**src/design/radial_zoom_blur_defines.svh**
```systemverilog
// Assertion macros shared by the blur block.
`ifndef RADIAL_ZOOM_BLUR_DEFINES_SVH
`define RADIAL_ZOOM_BLUR_DEFINES_SVH

// Same-cycle implication, checked outside reset.
`define RZB_ASSERT_IMPL(lbl, ante, cons, msg) \
	lbl: assert property (@(posedge clk) disable iff (!arst_n) (ante) |-> (cons)) \
		else $error(msg);

// Next-cycle implication, checked outside reset.
`define RZB_ASSERT_NEXT(lbl, ante, cons, msg) \
	lbl: assert property (@(posedge clk) disable iff (!arst_n) (ante) |=> (cons)) \
		else $error(msg);

`endif

```
**src/design/rzb_pkg.sv**
```systemverilog
package rzb_pkg;
	localparam int MaxWidth = 256;
	localparam int MaxHeight = 256;
	localparam int MaxTaps = 64;
	localparam int StoreDepth = MaxWidth * MaxHeight;
	localparam int AddrW = $clog2(StoreDepth);
	localparam int DivW = 16;
	localparam int DsorW = 7;

	localparam logic [2:0] REG_WIDTH = 3'd0;
	localparam logic [2:0] REG_HEIGHT = 3'd1;
	localparam logic [2:0] REG_TAPS = 3'd2;
	localparam logic [2:0] REG_INTENSITY = 3'd3;
	localparam logic [2:0] REG_CENTER_COL = 3'd4;
	localparam logic [2:0] REG_CENTER_ROW = 3'd5;

	localparam logic [10:0] PER_MILLE = 11'd1000;
	localparam logic [12:0] RECIP_1000 = 13'd4195;

	typedef struct packed {
		logic start;
		logic [DivW-1:0] dividend;
		logic [DsorW-1:0] divisor;
	} div_req_t;
endpackage

```
**src/design/rzb_div.sv**
```systemverilog
`include "radial_zoom_blur_defines.svh"
module rzb_div
	import rzb_pkg::*;
(
	input logic clk,
	input logic arst_n,
	input div_req_t req,
	output logic done,
	output logic [DivW-1:0] quot
);
	logic [DivW-1:0] dvd_q;
	logic [DsorW-1:0] rem_q;
	logic [DsorW-1:0] dsor_q;
	logic [4:0] cnt_q;
	logic busy_q;
	logic done_q;
	logic [DsorW:0] trial;
	logic ge;
	logic [DsorW:0] diff;

	assign trial = {rem_q, dvd_q[DivW-1]};
	assign ge = trial >= {1'b0, dsor_q};
	assign diff = trial - {1'b0, dsor_q};

	always_ff @(posedge clk or negedge arst_n) begin
		if (!arst_n) begin
			busy_q <= 1'b0;
			done_q <= 1'b0;
			cnt_q <= '0;
		end else begin
			done_q <= 1'b0;
			if (req.start) begin
				busy_q <= 1'b1;
				cnt_q <= 5'(DivW);
			end else if (busy_q) begin
				cnt_q <= cnt_q - 5'd1;
				if (cnt_q == 5'd1) begin
					busy_q <= 1'b0;
					done_q <= 1'b1;
				end
			end
		end
	end

	always_ff @(posedge clk) begin
		if (req.start) begin
			dvd_q <= req.dividend;
			dsor_q <= req.divisor;
			rem_q <= '0;
		end else if (busy_q) begin
			dvd_q <= {dvd_q[DivW-2:0], ge};
			rem_q <= ge ? diff[DsorW-1:0] : trial[DsorW-1:0];
		end
	end

	assign done = done_q;
	assign quot = dvd_q;

	`RZB_ASSERT_IMPL(a_start_idle, req.start, !busy_q, "divider started while busy")
	`RZB_ASSERT_NEXT(a_done_end, busy_q && cnt_q == 5'd1 && !req.start, done_q, "divider lost done")
endmodule

```
**config.mk**
```make
export PLATFORM = sky130hd
export DESIGN_NAME = rzb_div
export DESIGN_NICKNAME = d
export VERILOG_FILES = /design/src/design/rzb_pkg.sv /design/src/design/rzb_div.sv
export VERILOG_INCLUDE_DIRS = /design/src /design/src/design
export SDC_FILE = /design/constraint.sdc
export NUM_CORES = 1
export LEC_CHECK = 0
export BUFFER_PORTS_ARGS = -buffer_cell sky130_fd_sc_hd__buf_4
export CORE_ASPECT_RATIO = 0.9
export CORE_UTILIZATION = 45
export DETAILED_ROUTE_END_ITERATION = 6
export PLACE_DENSITY_LB_ADDON = 0.2
export SYNTH_ARGS = -nofsm -noshare
export SYNTH_HDL_FRONTEND = slang
export SYNTH_SLANG_ARGS = --single-unit
```
**constraint.sdc**
```tcl
create_clock -name clk -period 6.6 [get_ports clk]
set_input_delay 0.66 -clock clk [delete_from_list [all_inputs] [get_ports clk]]
set_output_delay 0.66 -clock clk [all_outputs]
set_load 0.01 [all_outputs]
```
; ---- Word-level counts from Yosys, hierarchy flattened
; Index checks and enable logic that the tools add are counted.
[classes]
mul = 0
order_cmp = 1
mux = 11
n_reduce_logical = 1
n_bitwise = 0
n_div = 0
eq_ne = 1
n_addsub = 2
shift = 0
[ops]
columns = operator, count
row1 = two-way mux 16 bit, 2
row2 = two-way mux 5 bit, 2
row3 = greater-or-equal comparator 8 x 7 -> 1 bit, 1
row4 = two-way mux 7 bit, 1
row5 = subtractor 7 bit, 1
row6 = two-way mux 1 bit, 6
row7 = "== test 5 x 1 -> 1 bit, second input constant", 1
row8 = "subtractor 5 x 1 -> 5 bit, second input constant", 1
row9 = nonzero test 2 bit, 1
[word_totals]
mem_bits_ro = 0
latch_bits = 0
n_memories = 0
ff_bits = 37
input_bits = 26
ram_bits = 0
wordCells = 22

; ---- Longest topological paths before layout
; Gate-level depths: netlist of the first run.
[logic_depth]
depth_word = 4
depth_mapped = 9
mapped_depth_nobuf = 7

; ---- Worst setup path before layout of the first run
; Ideal clock, no wire load.
[synth_path]
path_type = reg2reg
startpoint = register dvd_q[15], in the netlist quot[15]
endpoint = register rem_q[0]
path_slack_ns = 4.385
period_less_slack_ns = 2.215
setup_time_ns = 0.088
path_stages_with_launch = 10
arrival_time_ns = 2.127
required_time_ns = 6.512
path_cell_list = edfxtp_1 inv_1 ha_1 fa_1 nand2b_1 a211o_1 buf_6 and3_1 buf_6 a311oi_2
[synth_between]
elab_chain_cells = 2
elab_cells_between_ends = 3
cone_classes = 1 x add/sub / 1 x order compare / 1 x mux
[synth_rtl]
columns = element, line
row1 = start: declaration, rzb_div.sv:11  ; logic [DivW-1:0] dvd_q;
row2 = start signal: assignment, rzb_div.sv:47  ; dvd_q <= req.dividend;
row3 = start signal: assignment, rzb_div.sv:51  ; dvd_q <= {dvd_q[DivW-2:0], ge};
row4 = subtractor 7 bit or greater-or-equal comparator 8 x 7 -> 1 bit (tied branches), "rzb_div.sv:23, rzb_div.sv:22"
row5 = two-way mux 7 bit (*), rzb_div.sv:52  ; rem_q <= ge ? diff[DsorW-1:0] : trial[DsorW-1:0];
row6 = end signal: assignment, rzb_div.sv:52
row7 = end: declaration, rzb_div.sv:12  ; logic [DsorW-1:0] rem_q;
; Every way passes the cells marked *; elsewhere a longest branch is shown, timed or not.
; A chain may end at the register's enable or synchronous reset.

; ---- Worst setup path in the final report of the first run
; Ends and elaborated chain as after synthesis.

==> impl_results.md, run 1 <==
* Max-cap viol count at 0
* Seq pwr share at about 41%
* NetSw at slightly above 0.3 mW
* Vias in the first global route at ~1400
* Post-Syn Area per Cell at about 12 um^2
* Seq/Total Area, Yosys at between 40% and 50%
* Yosys top cell area share at ~34%
* Worst Skew at 0.00564 ns
* Pwr dens at roughly 350 nW/um^2
* Total wire length at 3980 um
* Vias per inst at approximately 5.3
* CTS H-tree depth at 2
* Core Util, Final at around 58%
* Post-synth top area cell: edfxtp_1
* Fmax at about 0.44 GHz
* Die height at 65.9 um
* Gates resized, CTS repair at 0
* Synth top area cells: edfxtp_1 (34%), dfrtp_1 (8.6%), mux2_2 (8.3%)
* CORE AREA at 4210 um^2
* Initial antenna violation count at 0
* I/O pin count at 43
* Worst-Margin Slew at roughly 0.75 ns
* Post-synth EDFFs at 23
* Fill count at about 350
* #FFs+latches synth at 37
* Max clock buf depth at 2
* Crit path max-delay family: compound AO/OA/AOI/OAI gates
* CTS sink count at 37
* Minimum clock period after layout at roughly 2.3 ns
* Vias post-DR at between 1000 and 1500
* Detailed placer's ending HPWL at just under 3000 um
* Final non-filler cell area at roughly 2500 um^2
* Most frequent cell after synthesis: edfxtp_1
* Area growth syn-to-layout at 20.2%
* I/O Buffers at between 40 and 50
* Top cells by instance count after synthesis: edfxtp_1 (23), mux2_2 (15), nor2_1 (14)
* Comb pwr share at between 40% and 50%
* Worst skew pair latency at 0.28 ns
* Dpl ws at approximately 4.3 ns
* Critical Path AT at 2.49 ns
* Endpoint class of the critical path: flip-flop
* Startpoint types: flip-flop
* Inserted Diodes at 0
* CP max stage cell: fa_1
* Final Hold Viols at 0
* Antenna Violating Nets Remaining at 0
* Syn Nets at 211
* 1st-iter DRT viols at 49
* Post-Synthesis Cells at between 150 and 200
* Clock-pin slew on the worst setup and hold paths at around 0.070 ns
* Number of library cell types mapped by synthesis at 50
* Most common flop cell mapped by yosys: edfxtp_1
* Worst hold slack at 0.173 ns
* Mapped Area at roughly 2000 um^2
* Setup slack after layout at 4.31 ns
* CTS tree: done
* Ys Warns at 0
* Post-Route Setup TNS at 0 ns
* WP data required at between 6 and 7 ns
* Crit path max fanout at 9
* Worst hold path class: in2async
* Worst path max stage delay at roughly 0.4 ns
* Die area at 4810 um^2
* Setup violations, final at 0
* Fraction of registers with async set/reset at 18.9%
* Outcome: finished, final reports clean
* Largest net degree at the start of global routing at 45
* First-pass GRT wire length at between 6000 and 7000 um
* Die W at around 73 um
* Clk network pwr share at between 15 and 20%
* Slew Limit Headroom at 50.3%
* GRT Total Usage at 17.5%
* Bufs and invs on worst path at 1
* Final nets at 250
* # hold bufs at CTS at 0
* Post-CTS setup buffer count at 0
* Internal power at roughly 0.55 mW
* DRT Pass-1 Iters at 4
* GRT overflow at 0
* Share of layout cells above drive strength 1 at roughly a third
* Critical path type: reg2reg
* GPL Wtd Cong at slightly below 0.8
* Max-slew violations at 0
* Root Buffer: clkbuf_8
* Area after DPL at about 2400 um^2
* Crit share post-route at a little over a third
* CTS buffer count at 5
* LEAKAGE at 1.03 nW
* RSZ-0062 raised after global routing: no
* DR DRC count at 0
* CP cell instances: inv_1, ha_1, fa_1, nand2b_1, a211o_1, and3_1, a311oi_2
* VDD IR max at between 0.0002 and 0.00025 V
* Row cnt at 22
* Initial core utilization at roughly half
* Drt wl/cell at 14.5 um
* Net Sw Frac at roughly a third
-- kinds of logic after synthesis --
kind of cell	synth area share [%]
and+or+nand+nor	13.1
DFF	49.3
AOI/OAI and AO/OA	14.6
buffers and inverters	5.21
muxes	8.76
adders and majority gates	6.50
xor gates and xnor gates	2.57
-- worst paths after layout --
path	cells after the start	endpoint	slack, ns	from
max in group asynchronous	1	cnt_q[4]$_DFFE_PN0P_	6.31	arst_n
worst max register to register	7	rem_q[0]$_SDFFE_PP0P_	4.31	quot[15]$_DFFE_PP_
min in group clk	1	dsor_q[5]$_DFFE_PP_	0.55	req[5]
worst min register to register	2	cnt_q[4]$_DFFE_PN0P_	0.55	cnt_q[4]$_DFFE_PN0P_
worst min-delay path	1	busy_q$_DFF_PN0_	0.17	arst_n
worst max-delay path	7	rem_q[0]$_SDFFE_PP0P_	4.31	quot[15]$_DFFE_PP_
-- cell usage in the layout, fill, tap and decap left out, types with 2 or more instances in the layout --
master	synthesis	routed
buf_4	1	42
edfxtp_1	23	23
mux2_2	15	15
nor2_1	14	14
inv_1	13	13
ha_1	9	9
nand2_1	7	7
dfrtp_1	7	7
dfxtp_1	7	7
nor2b_1	6	6
nor3b_1	6	6
xnor2_1	5	5
clkbuf_8	0	5
nand2b_1	4	4
a41oi_1	4	4
or2_2	3	3
o21ai_0	3	3
clkbuf_1	5	3
a21o_1	2	2
nand4_1	2	2
o21a_1	2	2
a211oi_1	2	2
o21ai_1	2	2
o31ai_2	2	2
a31oi_1	2	2
o21bai_1	2	2
a311oi_2	2	2
-- power groups by stage --
stage	clock network, mW	registers (mW)	logic (mW)
floorplan	0	0.351	0.270
global placement	0	0.352	0.337
detailed placement	0	0.357	0.352
CTS	0.155	0.352	0.353
global route	0.163	0.360	0.385
finish	0.150	0.353	0.354
-- per-stage QoR --
| stage | power, mW | instances |
|---|---|---|
| final | 0.856 | 275 |
| after floorplan | 0.621 | 175 |
| after CTS | 0.861 | 275 |
| after global placement | 0.690 | 267 |
| after global routing | 0.909 | 275 |
| after detailed placement | 0.708 | 267 |
-- metal layers --
layer	GRT usage [%]	wire, um	part of all wire [%]	up-vias
li1	-	-	-	715
met3	4.73	137	3.4	4
met1	22.2	1770	44	690
met5	0	0	0	-
met4	6.62	40	1.0	0
met2	28.5	2040	51	40
-- area by class of cell --
| type | count | area [um^2] | share of cell area, % |
|---|---|---|---|
| Sequential cell | 37 | 1010 | 41.0 |
| Multi-Input combinational cell | 115 | 930 | 37.9 |
| Timing Repair Buffer | 42 | 315 | 12.8 |
| Clock buffer | 8 | 80.1 | 3.26 |
| Tap cell | 60 | 75.1 | 3.06 |
| Inverter | 13 | 48.8 | 1.99 |
-- registers in the layout, indices dropped and copies added, names as in the netlist --
signal	count
done	1
dsor_q	7
rem_q	7
quot	16
cnt_q	5
busy_q	1
Note: power is estimated with default switching activity, not from simulation.
==> run 2, diff against run 1 <==
==> constraint.sdc (replaced) <==
create_clock -name clk -period 2.35 [get_ports clk]
set_input_delay 0.235 -clock clk [delete_from_list [all_inputs] [get_ports clk]]
set_output_delay 0.235 -clock clk [all_outputs]
set_load 0.01 [all_outputs]
==> run 2 against run 1 <==
- sequential power rose to 2.8 times the previous value
- sequential share of layout area down 0.70 points
- flip-flop and latch count unchanged
- global-route usage up 0.44 points
- register-to-register slack worse by 4.1 ns
- combinational power rose to 2.9 times the previous value
- critical path type unchanged
- critical endpoint unchanged
- largest cell class unchanged
- largest power group unchanged
- highest routed layer unchanged
==> impl_results.md, run 2 (same netlist as run 1, synthesis figures left out) <==
* Minimum clock period after layout at 2.13 ns (-0.158 ns)
* CTS sink count at 37 (unchanged)
* Final Hold Viols at 0 (unchanged)
* Outcome: finished, final reports clean
* Row cnt at 22 (unchanged)
* Crit path max fanout at 6 (-3)
* LEAKAGE at 1.06 nW (+2.2%)
* Setup violations, final at 0 (unchanged)
* Worst path max stage delay at 0.39 ns (about the same)
* Die height at 65.9 um (unchanged)
* Inserted Diodes at 0 (unchanged)
* Critical Path AT at 2.33 ns (-0.16 ns)
* Fmax at 0.469 GHz (+7.4%)
* Drt wl/cell at 14.3 um (-1.5%)
* NetSw at 0.851 mW (+180%)
* Pwr dens at 985 nW/um^2 (+180%)
* WP data required at 2.55 ns (-4.25 ns)
* GPL Wtd Cong at 0.820 (+3.3%)
* Most common cell after layout, fill and taps aside: buf_4
* Worst hold path class: in2reg
* CP cell instances: inv_1, ha_1, fa_1, nand2b_1, a211o_1, and3_1, a311oi_2
* Vias in the first global route at 1462 (+5.3%)
* Worst Skew at 0.00671 ns (+0.00107 ns)
* I/O Buffers at 42 (unchanged)
* Detailed placer's ending HPWL at 2980 um (+1.1%)
* First-pass GRT wire length at 6420 um (+3.6%)
* Critical path type: reg2reg
* CTS buffer count at 5 (unchanged)
* Die area at 4810 um^2 (unchanged)
* Worst-Margin Slew at 0.638 ns (-0.108 ns)
* Max clock buf depth at 2 (unchanged)
* VDD IR max at 0.000483 V (+140%)
* Dpl ws at 0.237 ns (-4.10 ns)
* Core Util, Final at 59.3% (+1.0 points)
* RSZ-0062 raised after global routing: no
* Bufs and invs on worst path at 1 (unchanged)
* Initial core utilization at 48.5% (unchanged)
* Antenna Violating Nets Remaining at 0 (unchanged)
* Final nets at 254 (+1.6%)
* Root Buffer: clkbuf_8
* Final non-filler cell area at 2500 um^2 (+1.7%)
* DR DRC count at 0 (unchanged)
* Seq pwr share at 40.3% (-0.9 points)
* Largest register FFs at 16 (unchanged)
* CORE AREA at 4210 um^2 (unchanged)
* Comb pwr share at 41.4% (about the same)
* Tot Pwr at 2.46 mW (+190%)
* I/O pin count at 43 (unchanged)
* Internal power at 1.61 mW (+190%)
* Vias per inst at 5.30 (+0.61%)
* Crit path max-delay family: adder cells
* Area after DPL at 2400 um^2 (+0.95%)
* Share of layout cells above drive strength 1 at 34.2% (+1.2 points)
* GRT Total Usage at 18.0% (+0.44 points)
* CTS tree: done
* Slew Limit Headroom at 57.5% (+7.2 points)
* Commonest cells after routing, fill and taps aside: buf_4 (45), edfxtp_1 (23), mux2_2 (15)
* Startpoint types: flip-flop
* DRT Pass-1 Iters at 4 (unchanged)
* 1st-iter DRT viols at 69 (+41%)
* Net Sw Frac at 34.6% (-0.70 points)
* Die W at 73.0 um (unchanged)
* Largest net degree at the start of global routing at 45 (unchanged)
* Max-slew violations at 0 (unchanged)
* Clk network pwr share at 18.2% (+0.7 points)
* Crit share post-route at 90.7% (+56 points)
* CP max stage cell: fa_1
* Endpoint class of the critical path: flip-flop
* Post-CTS setup buffer count at 0 (unchanged)
* Gates resized, CTS repair at 0 (unchanged)
* Area growth syn-to-layout at 22.3%
* Post-Route Setup TNS at 0 ns (unchanged)
* Max-cap viol count at 0 (unchanged)
* Vias post-DR at 1479 (+2.1%)
* Worst skew pair latency at 0.28 ns (about the same)
* Initial antenna violation count at 0 (unchanged)
* Total wire length at 3980 um (-0.10%)
* GRT overflow at 0 (unchanged)
* Clock-pin slew on the worst setup and hold paths at 0.07 ns (about the same)
* CTS H-tree depth at 2 (unchanged)
* Setup slack after layout at 0.219 ns (-4.09 ns)
## run 2: changes by cell type in the layout (fill, tap and decap cells not counted)
| cell | previous run | this run |
|---|---|---|
| buf_4 | 42 | 45 |
| clkbuf_8 | 5 | 6 |
| dlygate4sd3_1 | 0 | 1 |
| clkbuf_1 | 3 | 2 |
## run 2: worst paths after layout
kind	to	from	cells past startpoint	slack, ns
max	rem_q[0]$_SDFFE_PP0P_	quot[15]$_DFFE_PP_	7	0.22
max reg2reg	rem_q[0]$_SDFFE_PP0P_	quot[15]$_DFFE_PP_	7	0.22
min in group asynchronous	done$_DFF_PN0_	arst_n	2	0.29
min	dsor_q[5]$_DFFE_PP_	req[5]	1	0.13
max in group asynchronous	cnt_q[1]$_DFFE_PN0P_	arst_n	2	1.93
min reg2reg	cnt_q[4]$_DFFE_PN0P_	cnt_q[4]$_DFFE_PN0P_	2	0.54
## run 2: stage by stage
stage / hold WS, ns / instances
2_1_floorplan: -0.0606 / 175
3_3_place_gp: 0.0458 / 270
3_5_place_dp: 0.0501 / 270
4_1_cts: 0.116 / 279
5_1_grt: 0.110 / 279
6_report: 0.128 / 279
## run 2: routing by layer
| metal | part of all wire (%) | wire length, um | track usage (%) |
|---|---|---|---|
| met1 | 45 | 1770 | 23.2 |
| met5 | 0 | 0 | 0 |
| met2 | 52 | 2050 | 29.3 |
| met3 | 3.7 | 147 | 4.57 |
| met4 | 0.20 | 8 | 5.88 |
## run 2: area by class of cell
class	instances	area (um^2)
Inverter	13	48.8
Timing Repair Buffer	46	348
Tap cell	60	75.1
Fill cell	362	1710
Clock buffer	8	90.1
Multi-Input combinational cell	115	930
Sequential cell	37	1010
## run 2: repair_timing
item / in CTS / in global routing
endpoints found under the hold margin: 7 / 0
endpoints found under the setup margin: 0 / 0
hold buffers: 1 / 0
## run 2: power groups by stage
stage,combinational [mW],clock (mW),sequential (mW)
after CTS,1.02,0.457,0.992
after floorplan,0.758,0,0.985
after global routing,1.12,0.484,1.01
final,1.02,0.448,0.992
after detailed placement,1.02,0,1.00
after global placement,0.974,0,0.989
